===== src/rtl/core/sph_density_summation_core_macros.svh =====
// Assertion macros shared by the density summation core.
// Expects clk and rst_n in the scope of every use.
`ifndef SPH_DENSITY_SUMMATION_CORE_MACROS_SVH
`define SPH_DENSITY_SUMMATION_CORE_MACROS_SVH

// same-cycle implication
`define SPH_ASSERT_IMP(lbl, ante, cons, msg) \
    lbl: assert property (@(posedge clk) disable iff (!rst_n) (ante) |-> (cons)) \
        else $error(msg);

// next-cycle implication
`define SPH_ASSERT_NXT(lbl, ante, cons, msg) \
    lbl: assert property (@(posedge clk) disable iff (!rst_n) (ante) |=> (cons)) \
        else $error(msg);

`endif


===== src/rtl/core/sph_ram.sv =====
// Generic single-write, single-read RAM with registered read data.
// No dependencies.
module sph_ram #(
    parameter int WIDTH = 64,
    parameter int DEPTH = 64
) (
    input  logic                     clk,
    input  logic                     we,
    input  logic [$clog2(DEPTH)-1:0] waddr,
    input  logic [WIDTH-1:0]         wdata,
    input  logic [$clog2(DEPTH)-1:0] raddr,
    output logic [WIDTH-1:0]         rdata
);

    logic [WIDTH-1:0] mem [DEPTH];
    logic [WIDTH-1:0] rdata_reg;

    always_ff @(posedge clk)
    begin
        if (we)
        begin
            mem[waddr] <= wdata;
        end
        rdata_reg <= mem[raddr];
    end

    assign rdata = rdata_reg;

endmodule


===== config.mk =====
export PLATFORM = sky130hd
export DESIGN_NAME = sph_ram
export DESIGN_NICKNAME = d
export VERILOG_FILES = /design/src/rtl/core/sph_density_summation_core_macros.svh /design/src/rtl/core/sph_ram.sv
export SDC_FILE = /design/constraint.sdc
export NUM_CORES = 2
export LEC_CHECK = 0
export BUFFER_PORTS_ARGS = -buffer_cell sky130_fd_sc_hd__buf_2
export CELL_PAD_IN_SITES_DETAIL_PLACEMENT = 1
export CELL_PAD_IN_SITES_GLOBAL_PLACEMENT = 1
export CORE_MARGIN = 4
export CORE_UTILIZATION = 60
export CTS_CLUSTER_DIAMETER = 30
export DETAILED_ROUTE_END_ITERATION = 10
export PLACE_DENSITY_LB_ADDON = 0.1
export SLEW_MARGIN = 20
export SYNTH_ARGS = -nofsm -noshare
export SYNTH_HDL_FRONTEND = slang
export SYNTH_SLANG_ARGS = --single-unit

===== constraint.sdc =====
create_clock -name clk -period 11.96 [get_ports clk]
set_input_delay 1.196 -clock clk [delete_from_list [all_inputs] [get_ports clk]]
set_output_delay 1.196 -clock clk [all_outputs]
set_load 0.02 [all_outputs]

==> flow_summary.ini <==
[sta]
rsz0062_at_grt = no
hold_viol_final = 0
fmax_ghz = 0.215
finalSetupViolCount = 0
worst_pin_slew_ns = 1.26
fin_crit_sh = 0.389
tns_ns = 0
finalClockSkew_ns = 0.0345
period_minus_slack_ns = 4.66
slew_violations = 0
relSlewSlack = 0.159
worst_hold_slack_ns = 0.581

[drt]
first_iter_violations = 14889
vias_per_cell = 7.35
wl_um = 507000
via_count = 82665
wl_per_cell_um = 45.1
drc = 0
ant_nets = 0
first_pass_iters = 6

[placement]
io_buffers = 141
dp_hpwl_um = 239000
gp_congestion = 0.784

[global_route]
grt_pass1_wl_um = 710000
grt_max_degree = 127
grtUsageMet3 = 0.106
grt_use_met2 = 0.588
grt_use_met1 = 0.522
grt_overflow = 0
antenna_found_initial = 29
grtUsageTotal = 0.382
grt_pass1_vias = 86954
top_usage_layer = met2

[yosys]
netlist-cell-type-count = 33
synth_edf_count = 4096
synth-seq-cells = 4160
synth.cell_area_um2 = 156000
ys_seq_area_frac = 0.795
yosysWarnings = 0
synthCells = 6598
synthFlopType = edfxtp_1
synth_nets = 6676
async_flop_share = 0
synth_area_per_cell_um2 = 23.7

[pwr]
leakage_uw = 0.0595
ir_drop_mv = 0.187
powerDensity_nw_per_um2 = 203

[setup_path]
rr_worst_depth = 5
cp.required_ns = 12.88
worstSetupEndpoint = rdata[42]
end_kind = flop
worstSetupPathType = input port to flop
r2r-end = rdata[14]
reg2reg_setup_slack_ns = 9.70
reg2reg_from = mem[13][14]
worstPathArrival_ns = 5.58
crit_start = raddr[2]
crit_fanout = 65
startpoint_type = input port

[cts]
cts-root-buf = clkbuf_16
clockBufferDepth = 4
cts_made_buffers = 671
clock_latency_ns = 1.04
ctsHtreeMaxLevel = 6
cts_hold_buf = 0
cts_tree = built
cts.sinks = 4160
post_cts_buffers = 0
clk_pin_slew_worst_paths_ns = 0.06
ctsResizeCount = 0

[cells_and_area]
final_nets = 7329
drive_gt1_frac = 0.330
largest_reg_flops = 4096
syn2layout_area_growth_pct = 18.4

[floorplanning]
die_h_um = 518
die_w_um = 518
coreArea_um2 = 259000
die-area_um2 = 269000
rows = 187
top_level_ports = 142
start_util = 0.603

[flow_run]
cap_violations = 0

[run_status]
status = finished, final reports clean

[hold_path]
hold_class = input port to flop
==> through the flow <==
step	std cells	setup WS (ns)	power [uW]	cell area, um^2	util
floorplan	6598	5.33	17300	156000	-
global placement	9972	6.58	17900	162000	0.624
detailed placement	9974	6.49	17900	162000	0.624
CTS	11218	7.48	37700	185000	0.713
global route	11230	7.40	38500	185000	0.714
finish	11242	7.30	37600	185000	0.714
==> metal layers <==
| layer | part of all wire | vias up |
|---|---|---|
| li1 | - | 30060 |
| met1 | 0.34 | 43876 |
| met2 | 0.48 | 7404 |
| met3 | 0.14 | 1307 |
| met4 | 0.049 | 18 |
| met5 | 0.00025 | - |
==> worst max-delay path: stages <==
cell	delay, ns
buf_8	0.48
buf_4	0.80
buf_4	0.68
buf_4	0.66
mux4_2	0.42
nor2b_1	0.16
a211oi_1	0.39
o22ai_1	0.24
and3_1	0.22
==> cell type report <==
cell class	count	area, um^2
repair buffers	350	2660
inverters	19	71.3
clock buffers	779	17600
diodes	18	45.0
fillers	18803	74300
well taps	3402	4260
multi-input cells	2049	30800
clock inverters	465	5490
flip-flops and latches	4160	124000
==> kinds of logic (layout without fill, tap and decap cells) <==
group           Yosys count  count (layout)  share of synthesized area
flops                  4160            4160                      0.795
compound gates          504             504                     0.0248
simple gates            386             386                     0.0124
other cells               0              18                          0
mux                    1159            1159                      0.156
buf+inv                 389            1613                     0.0118
==> power by group <==
group          switching, uW  internal (uW)  leakage (uW)
registers               89.0          16200        0.0374
clock network           7420          12500        0.0111
logic                    952            502        0.0110
==> cells in the mapped netlist (all sizes together) (2+ instances only) <==
cell / count / area share
clkbuf: 140 / 0.0034
nand2: 58 / 0.0014
nand3: 45 / 0.0014
nor2: 112 / 0.0027
nand3b: 2 / 0.000096
edfxtp: 4096 / 0.79
mux2i: 135 / 0.0086
dfxtp: 64 / 0.0082
a41oi: 26 / 0.0015
nor2b: 28 / 0.0011
nor3: 2 / 0.000064
or2: 28 / 0.0011
and2: 3 / 0.00012
o22ai: 83 / 0.0033
a211oi: 63 / 0.0030
nand4: 2 / 0.000080
nand2b: 11 / 0.00044
o221ai: 38 / 0.0021
a22o: 88 / 0.0049
a22oi: 168 / 0.0081
or3: 29 / 0.0012
inv: 19 / 0.00046
a2bb2oi: 19 / 0.0011
buf: 230 / 0.0080
a31oi: 18 / 0.00072
and3: 64 / 0.0026
mux4: 1024 / 0.15
==> cell usage in the layout (no fill, tap or decap), drive strengths merged, types with 3 or more instances in the layout <==
cell,count
mux2i,135
edfxtp,4096
nand3,45
diode,18
o221ai,38
and3,64
buf,350
and2,3
nand2b,11
dfxtp,64
bufinv,83
nand2,58
clkbuf,779
a22oi,168
or3,29
a211oi,63
o22ai,83
clkinvlp,74
mux4,1024
nor2,112
clkinv,215
or2,28
inv,112
a31oi,18
a2bb2oi,19
a22o,88
nor2b,28
a41oi,26
==> how the worst min path moves through the flow <==
| stage | start | end | slack (ns) | cells past startpoint |
|---|---|---|---|---|
| finish | wdata[6] | mem[10][6] | 0.58 | 1 |
| global route | wdata[6] | mem[10][6] | 0.55 | 1 |
| CTS | wdata[15] | mem[51][15] | 0.84 | 1 |
| detailed placement | mem[55][63] | rdata[63] | 0.83 | 4 |
| global placement | mem[54][63] | rdata[63] | 0.81 | 4 |
| floorplan | mem[30][61] | rdata[61] | 0.79 | 4 |
Power figures use the tool's default switching activity.
