[src/rtl/core/sph_density_summation_core_macros.svh]
// Assertion macros shared by the density summation core.
// Expects clk and rst_n in the scope of every use.
`ifndef SPH_DENSITY_SUMMATION_CORE_MACROS_SVH
`define SPH_DENSITY_SUMMATION_CORE_MACROS_SVH

// same-cycle implication
`define SPH_ASSERT_IMP(lbl, ante, cons, msg) \
    lbl: assert property (@(posedge clk) disable iff (!rst_n) (ante) |-> (cons)) \
        else $error(msg);

// next-cycle implication
`define SPH_ASSERT_NXT(lbl, ante, cons, msg) \
    lbl: assert property (@(posedge clk) disable iff (!rst_n) (ante) |=> (cons)) \
        else $error(msg);

`endif

[src/rtl/core/sph_pkg.sv]
// Package for the density summation core: field widths, defaults, command type.
// No dependencies.
package sph_pkg;

    localparam int MAX_PARTICLES_DEF = 64;

    localparam int POS_W     = 24;
    localparam int MASS_W    = 16;
    localparam int RADIUS_W  = 20;
    localparam int SCALE_W   = 48;
    localparam int DENSITY_W = 32;
    localparam int PIDX_W    = 6;
    localparam int CFG_IDX_W = 1;
    localparam int CFG_W     = 48;
    localparam int ENTRY_W   = 2 * POS_W + MASS_W;

    // wide enough for a particle count up to 1024
    localparam int CMD_CNT_W = 11;

    localparam logic [CFG_IDX_W-1:0] REG_RADIUS       = 1'd0;
    localparam logic [CFG_IDX_W-1:0] REG_KERNEL_SCALE = 1'd1;

    localparam logic [RADIUS_W-1:0] RADIUS_RST = 20'd16384;
    localparam logic [SCALE_W-1:0]  SCALE_RST  = 48'd538500000;

    typedef struct packed {
        logic [CMD_CNT_W-1:0] count;
    } cmd_t;

endpackage

[src/rtl/core/sph_cmd_queue.sv]
// Two-entry queue of run commands between front and back end.
// Depends on sph_pkg.
module sph_cmd_queue (
    input  logic          clk,
    input  logic          rst_n,
    input  logic          push,
    input  sph_pkg::cmd_t cmd_in,
    input  logic          pop,
    output sph_pkg::cmd_t cmd_out,
    output logic          empty
);
    import sph_pkg::*;

    cmd_t       entry_reg [2];
    logic       wr_ptr_reg;
    logic       rd_ptr_reg;
    logic [1:0] fill_reg;
    logic [1:0] fill_next;
    logic       do_push;
    logic       do_pop;

    assign empty   = (fill_reg == 2'd0);
    assign do_pop  = pop && !empty;
    assign do_push = push && (fill_reg != 2'd2);
    assign cmd_out = entry_reg[rd_ptr_reg];

    always_comb
    begin
        fill_next = fill_reg;
        if (do_push && !do_pop)
        begin
            fill_next = fill_reg + 2'd1;
        end
        else if (do_pop && !do_push)
        begin
            fill_next = fill_reg - 2'd1;
        end
    end

    always_ff @(posedge clk)
    begin
        if (do_push)
        begin
            entry_reg[wr_ptr_reg] <= cmd_in;
        end
    end

    always_ff @(posedge clk or negedge rst_n)
    begin
        if (!rst_n)
        begin
            wr_ptr_reg <= 1'b0;
            rd_ptr_reg <= 1'b0;
            fill_reg   <= 2'd0;
        end
        else
        begin
            fill_reg <= fill_next;
            if (do_push)
            begin
                wr_ptr_reg <= ~wr_ptr_reg;
            end
            if (do_pop)
            begin
                rd_ptr_reg <= ~rd_ptr_reg;
            end
        end
    end

endmodule

[config.mk]
export PLATFORM = sky130hd
export DESIGN_NAME = sph_cmd_queue
export DESIGN_NICKNAME = d
export VERILOG_FILES = /design/src/rtl/core/sph_density_summation_core_macros.svh /design/src/rtl/core/sph_pkg.sv /design/src/rtl/core/sph_cmd_queue.sv
export SDC_FILE = /design/constraint.sdc
export NUM_CORES = 1
export LEC_CHECK = 0
export ABC_CLOCK_PERIOD_IN_PS = 1550
export BUFFER_PORTS_ARGS = -buffer_cell sky130_fd_sc_hd__buf_2
export CORE_MARGIN = 2
export CORE_UTILIZATION = 44
export CTS_CLUSTER_SIZE = 8
export DETAILED_ROUTE_END_ITERATION = 8
export GPL_TIMING_DRIVEN = 0
export PLACE_DENSITY = 0.69
export SLEW_MARGIN = 5
export SYNTH_ARGS = -nofsm -noshare
export SYNTH_HDL_FRONTEND = slang
export SYNTH_SLANG_ARGS = --single-unit
[constraint.sdc]
create_clock -name clk -period 1.55 [get_ports clk]
set_clock_uncertainty 0.1 [all_clocks]
set_input_delay 0.0775 -clock clk [delete_from_list [all_inputs] [get_ports clk]]
set_output_delay 0.0775 -clock clk [all_outputs]
set_load 0.01 [all_outputs]
==> results by group <==
Drt
  – DR DRC count: 0
  – Final wirelength: 1.75 mm
  – Average routed wire per standard cell: 13.3 um
  – DR vias: 614
  – Vias/cell: 4.65
  – Drt initial violations: 5
  – ANT nets after route: 0
  – Pre-Repair DR Iteration Count: 3

STA
  – Max Clock Freq: 656 MHz
  – Final Hold Fails: 0
  – Max Slew Vio Count: 0
  – Worst hold margin: 0.0585 ns
  – RSZ-0062 raised after global routing: yes
  – Fin crit share: 98.3%
  – Setup TNS Final: 0 ns
  – Worst slew margin: 77.2%
  – Min Clock Period, post-route: 1.52 ns
  – Least-Margin Pin Slew: 0.341 ns
  – Final setup viols: 0

Die
  – Initial Util: 45.6%
  – Io pins: 27
  – Die W: 51.4 um
  – Core area: 2170 um2
  – Die ar.: 2640 um2
  – Die span in y: 51.4 um
  – Row count: 17

Logic synthesis
  – Post-synth cell types: 12
  – Syn_nets: 69
  – Mux cell area share after synthesis: 12.5%
  – Synth Cell Area: 988 um2
  – Post-synthesis xor/xnor area fraction: 4.43%
  – Syn Area/Cell: 18.6 um2
  – Yosys warns: 0
  – Post-synthesis sequential area ratio: 77.0%
  – Synth Instances: 53
  – Post-Synth Adder-Cell Area: 1.27%
  – Seq cells post-synth: 26
  – Simple-Gate Fraction of Synth Area: 1.52%
  – Largest family of logic cells by synthesized area: multiplexers
  – Compound-Gate Fraction of Synth Area: 1.39%

Finish
  – Fin nets: 121
  – Most common cell after layout, fill and taps aside: edfxtp_1
  – Most frequent cells in the layout: 22 x edfxtp_1, 17 x buf_2, 14 x dlygate4sd3_1
  – Fill count: 156
  – Max reg flops: 22
  – Ant diodes: 0
  – Share of layout cells above drive strength 1: 53.8%
  – Area growth from synthesis to layout: 55.4%
  – Layout Utilization: 70.8%

GRT
  – Largest net degree at the start of global routing: 16
  – Global Route Usage Sum: 14.1%
  – GR Overflow Total: 0
  – Initial antenna violation count: 0
  – Vias in the first global route: 604
  – Global-route wire length before repair: 2.62 mm

Setup path
  – Crit path required time: 1.37 ns
  – CP Capture Type: primary output
  – Crit path DAT: 1.35 ns
  – CP max FO: 3
  – CP startpoint kind: flop
  – Crit Path Class: flop to primary output

CTS
  – CTS tree: yes
  – Clock Tree Buf Depth: 2
  – Total CTS buffers: 3
  – Worst-Skew Late Latency: 0.32 ns
  – H-tree depth: 1
  – CTS sink cnt: 26
  – Root Buffer: clkbuf_4
  – Reg clk slew, reported paths: 0.14 ns

Pwr
  – Leakage power: 0.631 nW
  – Peak supply drop: 1.08 mV
  – Power Dens Cells: 1780 nW/um2
  – Tot Pwr: 0.00273 W

Run status
  – Outcome: finished, final reports clean

Job
  – Max_cap viols: 0

Placed design
  – Global placement routability congestion: 0.625
  – HPWL after DPL: 1.04 mm
  – PortBufs: 26

Min path
  – Worst hold path class: input port to flop
-- cells in the mapped netlist --
library cell	count	area, um2
inv_1	3	11.3
o21ai_1	1	5.00
mux2_1	10	113
edfxtp_1	22	661
xnor2_1	4	35.0
nor2_1	4	15.0
ha_1	1	12.5
dfrtp_1	4	100
mux2_2	1	11.3
o21ai_2	1	8.76
buf_4	1	7.51
xor2_1	1	8.76
-- area by class of cell --
class | instances | area, um2 | share of cell area [%]
flip-flops and latches | 26 | 762 | 49.6
plain buffers | 1 | 11.3 | 0.733
repair buffers | 47 | 383 | 24.9
multi-input cells | 23 | 282 | 18.3
inverters | 3 | 11.3 | 0.733
clock buffers | 3 | 22.5 | 1.47
clock inverters | 1 | 30.0 | 1.95
well taps | 28 | 35.0 | 2.28
-- logic make-up after synthesis --
kind of cell | Yosys count
fa+ha+maj | 1
xor+xnor | 5
flops | 26
buf+inv | 4
mux | 11
simple gates | 4
compound gates | 2
-- worst paths after layout --
| kind | start | to | slack [ns] | cells after the start |
|---|---|---|---|---|
| max | rd_ptr_reg | cmd_out[2] | 0.03 | 3 |
| min | push | wr_ptr_reg | 0.06 | 4 |
| max reg2reg | fill_reg[1] | entry_reg[1][7] | 0.08 | 4 |
| min reg2reg | wr_ptr_reg | wr_ptr_reg | 0.48 | 1 |
| max in group asynchronous | rst_n | fill_reg[0] | 0.63 | 3 |
| min in group asynchronous | rst_n | rd_ptr_reg | 0.53 | 3 |
-- where the power goes --
group,total (W),internal [W],switching [W]
clock,0.000455,0.000262,0.000193
combinational,0.00120,0.000702,0.000495
sequential,0.00108,0.000974,0.000109
total,0.00273,0.00194,0.000797
-- stage by stage --
stage               worst slack (ns)  instance area [um2]  std cells
floorplan                     0.0281                  988         53
CTS                          0.00182                 1400        128
global route                 -0.0457                 1540        132
finish                        0.0259                 1540        132
detailed placement            -0.284                 1150        107
global placement              -0.238                 1150        107
-- worst max-delay path, stage by stage (launching register included) --
cell and delay, ns:
dfrtp_1 0.44, buf_4 0.15, mux2_1 0.29, buf_2 0.14
-- timing repair --
action                     in CTS  in global routing
gates cloned                    0                  1
hold endpoints to repair       27                  0
hold buffers                   14                  0
setup endpoints to repair      32                 22
buffers inserted                3                  3
gates resized for setup         7                 26
pin swaps                       1                  3
-- metal layers --
metal | vias to the layer above | track usage, % | share of wire, % | wire [um]
li1 | 298 | - | - | -
met1 | 294 | 16.0 | 39 | 688
met2 | 18 | 24.8 | 55 | 965
met3 | 4 | 2.63 | 3.7 | 65
met4 | 0 | 7.89 | 1.9 | 33
met5 | - | 0 | 0 | 0
Note: power is estimated with default switching activity, not from simulation.
