`src/rtl/core/sph_density_summation_core_macros.svh`:
```
// Assertion macros shared by the density summation core.
// Expects clk and rst_n in the scope of every use.
`ifndef SPH_DENSITY_SUMMATION_CORE_MACROS_SVH
`define SPH_DENSITY_SUMMATION_CORE_MACROS_SVH

// same-cycle implication
`define SPH_ASSERT_IMP(lbl, ante, cons, msg) \
    lbl: assert property (@(posedge clk) disable iff (!rst_n) (ante) |-> (cons)) \
        else $error(msg);

// next-cycle implication
`define SPH_ASSERT_NXT(lbl, ante, cons, msg) \
    lbl: assert property (@(posedge clk) disable iff (!rst_n) (ante) |=> (cons)) \
        else $error(msg);

`endif

```
`src/rtl/core/sph_pkg.sv`:
```
// Package for the density summation core: field widths, defaults, command type.
// No dependencies.
package sph_pkg;

    localparam int MAX_PARTICLES_DEF = 64;

    localparam int POS_W     = 24;
    localparam int MASS_W    = 16;
    localparam int RADIUS_W  = 20;
    localparam int SCALE_W   = 48;
    localparam int DENSITY_W = 32;
    localparam int PIDX_W    = 6;
    localparam int CFG_IDX_W = 1;
    localparam int CFG_W     = 48;
    localparam int ENTRY_W   = 2 * POS_W + MASS_W;

    // wide enough for a particle count up to 1024
    localparam int CMD_CNT_W = 11;

    localparam logic [CFG_IDX_W-1:0] REG_RADIUS       = 1'd0;
    localparam logic [CFG_IDX_W-1:0] REG_KERNEL_SCALE = 1'd1;

    localparam logic [RADIUS_W-1:0] RADIUS_RST = 20'd16384;
    localparam logic [SCALE_W-1:0]  SCALE_RST  = 48'd538500000;

    typedef struct packed {
        logic [CMD_CNT_W-1:0] count;
    } cmd_t;

endpackage

```
`src/rtl/core/sph_front.sv`:
```
// Front end: accepts particle transactions, writes the store, queues a run.
// Depends on sph_pkg.
module sph_front #(
    parameter int MAX_PARTICLES = sph_pkg::MAX_PARTICLES_DEF
) (
    input  logic                                clk,
    input  logic                                rst_n,
    input  logic                                start,
    input  logic                                busy,
    input  logic signed [sph_pkg::POS_W-1:0]    pos_x,
    input  logic signed [sph_pkg::POS_W-1:0]    pos_y,
    input  logic [sph_pkg::MASS_W-1:0]          mass,
    input  logic                                last_particle,
    output logic                                ram_we,
    output logic [$clog2(MAX_PARTICLES)-1:0]    ram_waddr,
    output logic [sph_pkg::ENTRY_W-1:0]         ram_wdata,
    output logic                                cmd_push,
    output sph_pkg::cmd_t                       cmd
);
    import sph_pkg::*;

    localparam int IDX_W = $clog2(MAX_PARTICLES);
    localparam int CNT_W = IDX_W + 1;

    logic [CNT_W-1:0] count_reg;
    logic [CNT_W-1:0] count_next;
    logic [CNT_W-1:0] count_inc;
    logic             accept;
    logic             full;

    assign accept    = start && !busy;
    assign full      = (count_reg == CNT_W'(MAX_PARTICLES));
    assign count_inc = full ? count_reg : count_reg + CNT_W'(1);

    // a full store drops the data but the last mark still starts the run
    assign ram_we    = accept && !full;
    assign ram_waddr = count_reg[IDX_W-1:0];
    assign ram_wdata = {pos_x, pos_y, mass};

    assign cmd_push  = accept && last_particle;
    assign cmd.count = CMD_CNT_W'(count_inc);

    always_comb
    begin
        count_next = count_reg;
        if (accept)
        begin
            count_next = last_particle ? '0 : count_inc;
        end
    end

    always_ff @(posedge clk or negedge rst_n)
    begin
        if (!rst_n)
        begin
            count_reg <= '0;
        end
        else
        begin
            count_reg <= count_next;
        end
    end

endmodule

```
`config.mk`:
```
export PLATFORM = sky130hd
export DESIGN_NAME = sph_front
export DESIGN_NICKNAME = d
export VERILOG_FILES = /design/src/rtl/core/sph_density_summation_core_macros.svh /design/src/rtl/core/sph_pkg.sv /design/src/rtl/core/sph_front.sv
export SDC_FILE = /design/constraint.sdc
export NUM_CORES = 1
export LEC_CHECK = 0
export ABC_AREA = 1
export BUFFER_PORTS_ARGS = -buffer_cell sky130_fd_sc_hd__buf_2
export CORE_MARGIN = 2
export CORE_UTILIZATION = 30
export CTS_BUF_LIST = sky130_fd_sc_hd__clkbuf_4 sky130_fd_sc_hd__clkbuf_8
export DETAILED_ROUTE_END_ITERATION = 8
export GPL_TIMING_DRIVEN = 0
export PLACE_DENSITY_LB_ADDON = 0.3
export SETUP_SLACK_MARGIN = 0.4
export SLEW_MARGIN = 20
export SYNTH_ARGS = -nofsm -noshare
export SYNTH_HDL_FRONTEND = slang
export SYNTH_SLANG_ARGS = --single-unit
```
`constraint.sdc`:
```
create_clock -name clk -period 2 [get_ports clk]
set_clock_uncertainty 0.15 [all_clocks]
set_input_delay 0.5 -clock clk [delete_from_list [all_inputs] [get_ports clk]]
set_output_delay 0.5 -clock clk [all_outputs]
set_load 0.02 [all_outputs]
```
==> report_table.html <==
<table>
<tr><th>Metric</th><th>Value</th></tr>
<tr><th colspan="2">Floorplan</th></tr>
<tr><td>Overall die width</td><td>about 62 um</td></tr>
<tr><td>Initial cell density of the core</td><td>0.309</td></tr>
<tr><td>Area of the core</td><td>3280 um^2</td></tr>
<tr><td>Die height</td><td>between 60 and 70 um</td></tr>
<tr><td>Std-Cell Rows</td><td>21</td></tr>
<tr><td>Num ports</td><td>152</td></tr>
<tr><td>Die area</td><td>3870 um^2</td></tr>
<tr><th colspan="2">Setup path</th></tr>
<tr><td>Critical path startpoint category</td><td>flop</td></tr>
<tr><td>Category of the worst setup path capture point</td><td>primary output</td></tr>
<tr><td>Arrival time of data at the critical path endpoint</td><td>1.46 ns</td></tr>
<tr><td>WS Path Type</td><td>reg2out</td></tr>
<tr><td>Highest fanout seen on the critical path</td><td>4</td></tr>
<tr><td>Required time worst endpoint</td><td>1.35 ns</td></tr>
<tr><th colspan="2">Layout</th></tr>
<tr><td>Non-filler cells in the finished layout</td><td>298</td></tr>
<tr><td>Ratio of cells with drive above 1 in the final layout</td><td>0.841</td></tr>
<tr><td>Net count of the finished layout</td><td>324</td></tr>
<tr><td>Commonest cells after routing, fill and taps aside</td><td>sky130_fd_sc_hd__buf_4 (82), sky130_fd_sc_hd__buf_2 (68), sky130_fd_sc_hd__buf_6 (25)</td></tr>
<tr><td>Max reg flops</td><td>7</td></tr>
<tr><td>Area overhead of the layout relative to synthesis</td><td>90.9%</td></tr>
<tr><td>Most frequent standard cell in the layout excluding fill and tap cells</td><td>sky130_fd_sc_hd__buf_4</td></tr>
<tr><td>End-of-flow core utilization</td><td>0.590</td></tr>
<tr><td>Antenna cell count</td><td>0</td></tr>
<tr><th colspan="2">Route</th></tr>
<tr><td>DRT antenna net count</td><td>0</td></tr>
<tr><td>DR WL/cell</td><td>9.15 um</td></tr>
<tr><td>Number of design-rule violations left by the first detailed-router iteration</td><td>6</td></tr>
<tr><td>Routed wire length</td><td>2.73 mm</td></tr>
<tr><td>Post-detailed-route DRC marker count</td><td>0</td></tr>
<tr><td>Total iterations of the first detailed-routing run</td><td>4</td></tr>
<tr><td>Detailed-route vias per instance</td><td>between 3 and 4</td></tr>
<tr><td>Vias post-DR</td><td>1155</td></tr>
<tr><th colspan="2">Timing</th></tr>
<tr><td>Count of final max-slew check failures</td><td>0</td></tr>
<tr><td>Fmax</td><td>0.474 GHz</td></tr>
<tr><td>Share of the cycle needed by the critical path after routing</td><td>1.06</td></tr>
<tr><td>Worst Setup Slack, final</td><td>-0.111 ns</td></tr>
<tr><td>Final min period</td><td>2.11 ns</td></tr>
<tr><td>Final hold violation count</td><td>0</td></tr>
<tr><td>Setup repair after global routing missed its margin</td><td>yes</td></tr>
<tr><td>Setup-violating endpoint count in the final report</td><td>6</td></tr>
<tr><th colspan="2">GRT</th></tr>
<tr><td>Number of antenna violations at the first check in global routing</td><td>0</td></tr>
<tr><td>Global-route wire length before repair</td><td>around 4 mm</td></tr>
<tr><td>Vias in the first global route</td><td>929</td></tr>
<tr><td>Pin count of the biggest net entering global routing</td><td>8</td></tr>
<tr><td>Total track usage</td><td>0.126</td></tr>
<tr><td>Congestion Overflow GR</td><td>0</td></tr>
<tr><th colspan="2">Clock network</th></tr>
<tr><td>TritonCTS clock tree</td><td>built</td></tr>
<tr><td>Sinks on the clock net</td><td>7</td></tr>
<tr><td>Library cell used as clock root buffer</td><td>sky130_fd_sc_hd__clkbuf_4</td></tr>
<tr><td>Worst-case clock buffer depth</td><td>2</td></tr>
<tr><td>Worst skew pair latency</td><td>between 0.2 and 0.3 ns</td></tr>
<tr><td>Clock edge transition at the registers on the reported setup and hold paths</td><td>~0.05 ns</td></tr>
<tr><td>Num CTS Buffers</td><td>3</td></tr>
<tr><td>Level count of the clock H-tree</td><td>1</td></tr>
<tr><th colspan="2">Power and ir drop</th></tr>
<tr><td>Worst-case vdd ir drop</td><td>0.000259 V</td></tr>
<tr><td>Total power after layout</td><td>0.000856 W</td></tr>
<tr><td>Power density cells</td><td>441 nW/um^2</td></tr>
<tr><td>Leakage power</td><td>about 1.1 nW</td></tr>
<tr><th colspan="2">Worst hold path</th></tr>
<tr><td>Worst Hold Class</td><td>in2reg</td></tr>
<tr><th colspan="2">Place</th></tr>
<tr><td>Placed instance count</td><td>275</td></tr>
<tr><td>Placer congestion estimate</td><td>0.773</td></tr>
<tr><td>Number of input and output port buffers inserted</td><td>83</td></tr>
<tr><td>Total half-perimeter wirelength after legalization and detailed placement</td><td>2.08 mm</td></tr>
<tr><th colspan="2">Synthesis</th></tr>
<tr><td>Fraction of post-synthesis cell area in the top cell type by area</td><td>0.547</td></tr>
<tr><td>Top cell type by total area after synthesis</td><td>sky130_fd_sc_hd__buf_4</td></tr>
<tr><td>Average instance area after synthesis</td><td>7.10 um^2</td></tr>
<tr><td>Sequential share of the synthesized area</td><td>0.172</td></tr>
<tr><td>Post-synthesis cell type count</td><td>16</td></tr>
<tr><td>Warnings, synthesis</td><td>0</td></tr>
<tr><td>Cell area after synthesis</td><td>1020 um^2</td></tr>
<tr><td>Post-Synthesis Cells</td><td>143</td></tr>
<tr><td>Cell types occupying the most area after synthesis</td><td>sky130_fd_sc_hd__buf_4 (55%), sky130_fd_sc_hd__dfrtp_1 (17%), sky130_fd_sc_hd__nand2_1 (9.6%)</td></tr>
<tr><td>Flop and latch count out of synthesis</td><td>7</td></tr>
<tr><th colspan="2">Run status</th></tr>
<tr><td>Run status</td><td>complete, but fails checks</td></tr>
<tr><td>Violated checks</td><td>negative setup slack</td></tr>
<tr><th colspan="2">Flow run</th></tr>
<tr><td>Total of max-cap violations</td><td>0</td></tr>
</table>
## final timing paths
kind,startpoint,endpoint,slack (ns),depth (start not counted)
max,count_reg[0]$_DFFE_PN0N_,cmd[3],-0.11,6
min,busy,count_reg[1]$_DFFE_PN0N_,0.40,3
max reg2reg,count_reg[0]$_DFFE_PN0N_,count_reg[5]$_DFFE_PN0N_,0.57,9
min reg2reg,count_reg[6]$_DFFE_PN0N_,count_reg[6]$_DFFE_PN0N_,0.43,2
max in group asynchronous,rst_n,count_reg[0]$_DFFE_PN0N_,1.06,2
min in group asynchronous,rst_n,count_reg[6]$_DFFE_PN0N_,0.46,2
## layout make-up
cell class              count  area [um^2]
fillers                   321         1350
repair buffers            102          673
plain buffers              74          574
multi-input cells          52          369
flip-flops and latches      7          181
well taps                  46         57.6
inverters                  13         53.8
clock buffers               4         30.0
## worst max-delay path: stages (launching register included)
cell and delay (ns):
sky130_fd_sc_hd__dfrtp_2 0.44, sky130_fd_sc_hd__buf_4 0.15, sky130_fd_sc_hd__buf_6 0.11, sky130_fd_sc_hd__buf_6 0.11, sky130_fd_sc_hd__nand3_4 0.10, sky130_fd_sc_hd__xnor2_2 0.13
sky130_fd_sc_hd__buf_4 0.17
## layer usage
layer / wire, um / GRT usage / vias up
met5: 0 / 0 / -
met4: 36 / 0.0250 / 0
met3: 360 / 0.0580 / 5
met2: 1430 / 0.230 / 82
met1: 904 / 0.135 / 496
li1: - / - / 572
## Yosys cell counts
master,instances
sky130_fd_sc_hd__and2_1,1
sky130_fd_sc_hd__buf_4,74
sky130_fd_sc_hd__conb_1,1
sky130_fd_sc_hd__dfrtp_1,7
sky130_fd_sc_hd__ha_1,2
sky130_fd_sc_hd__inv_1,13
sky130_fd_sc_hd__nand2_1,26
sky130_fd_sc_hd__nand3_1,3
sky130_fd_sc_hd__nand3_2,1
sky130_fd_sc_hd__nand4_1,2
sky130_fd_sc_hd__nor2_1,6
sky130_fd_sc_hd__o21ai_0,3
sky130_fd_sc_hd__o21ai_1,1
sky130_fd_sc_hd__o22ai_1,1
sky130_fd_sc_hd__xnor2_1,1
sky130_fd_sc_hd__xor2_1,1
## through the flow
step	TNS (ns)	setup WS, ns	cell area [um^2]	hold WS, ns
2_1_floorplan	0	0.295	1050	0.0544
3_3_place_gp	-0.00941	-0.00941	1530	0.196
3_5_place_dp	-0.00888	-0.00888	1530	0.201
4_1_cts	-0.200	-0.0926	1780	0.398
5_1_grt	-0.926	-0.183	1940	0.398
6_report	-0.432	-0.111	1940	0.397
## what timing repair did
item | 4_1_cts | 5_1_grt
gates resized for setup | 48 | 26
endpoints found under the setup margin | 15 | 15
hold buffers | 1 | 0
pin swaps | 8 | 9
setup buffers | 9 | 9
gates cloned | 0 | 0
hold endpoints to repair | 7 | 0
## kinds of logic after synthesis
logic type / count (synthesis) / synth area share
buf+inv: 87 / 0.595
simple gates: 39 / 0.161
flops: 7 / 0.172
compound gates: 5 / 0.0259
xor+xnor: 2 / 0.0172
fa+ha+maj: 2 / 0.0246
other cells: 1 / 0.00369
## power by group
| group | internal (W) | total [W] | switching (W) |
|---|---|---|---|
| registers | 0.000153 | 0.000170 | 0.0000168 |
| logic | 0.000287 | 0.000536 | 0.000249 |
| clock network | 0.0000901 | 0.000150 | 0.0000594 |
| total | 0.000530 | 0.000856 | 0.000325 |
Note: power is estimated with default switching activity, not from simulation.
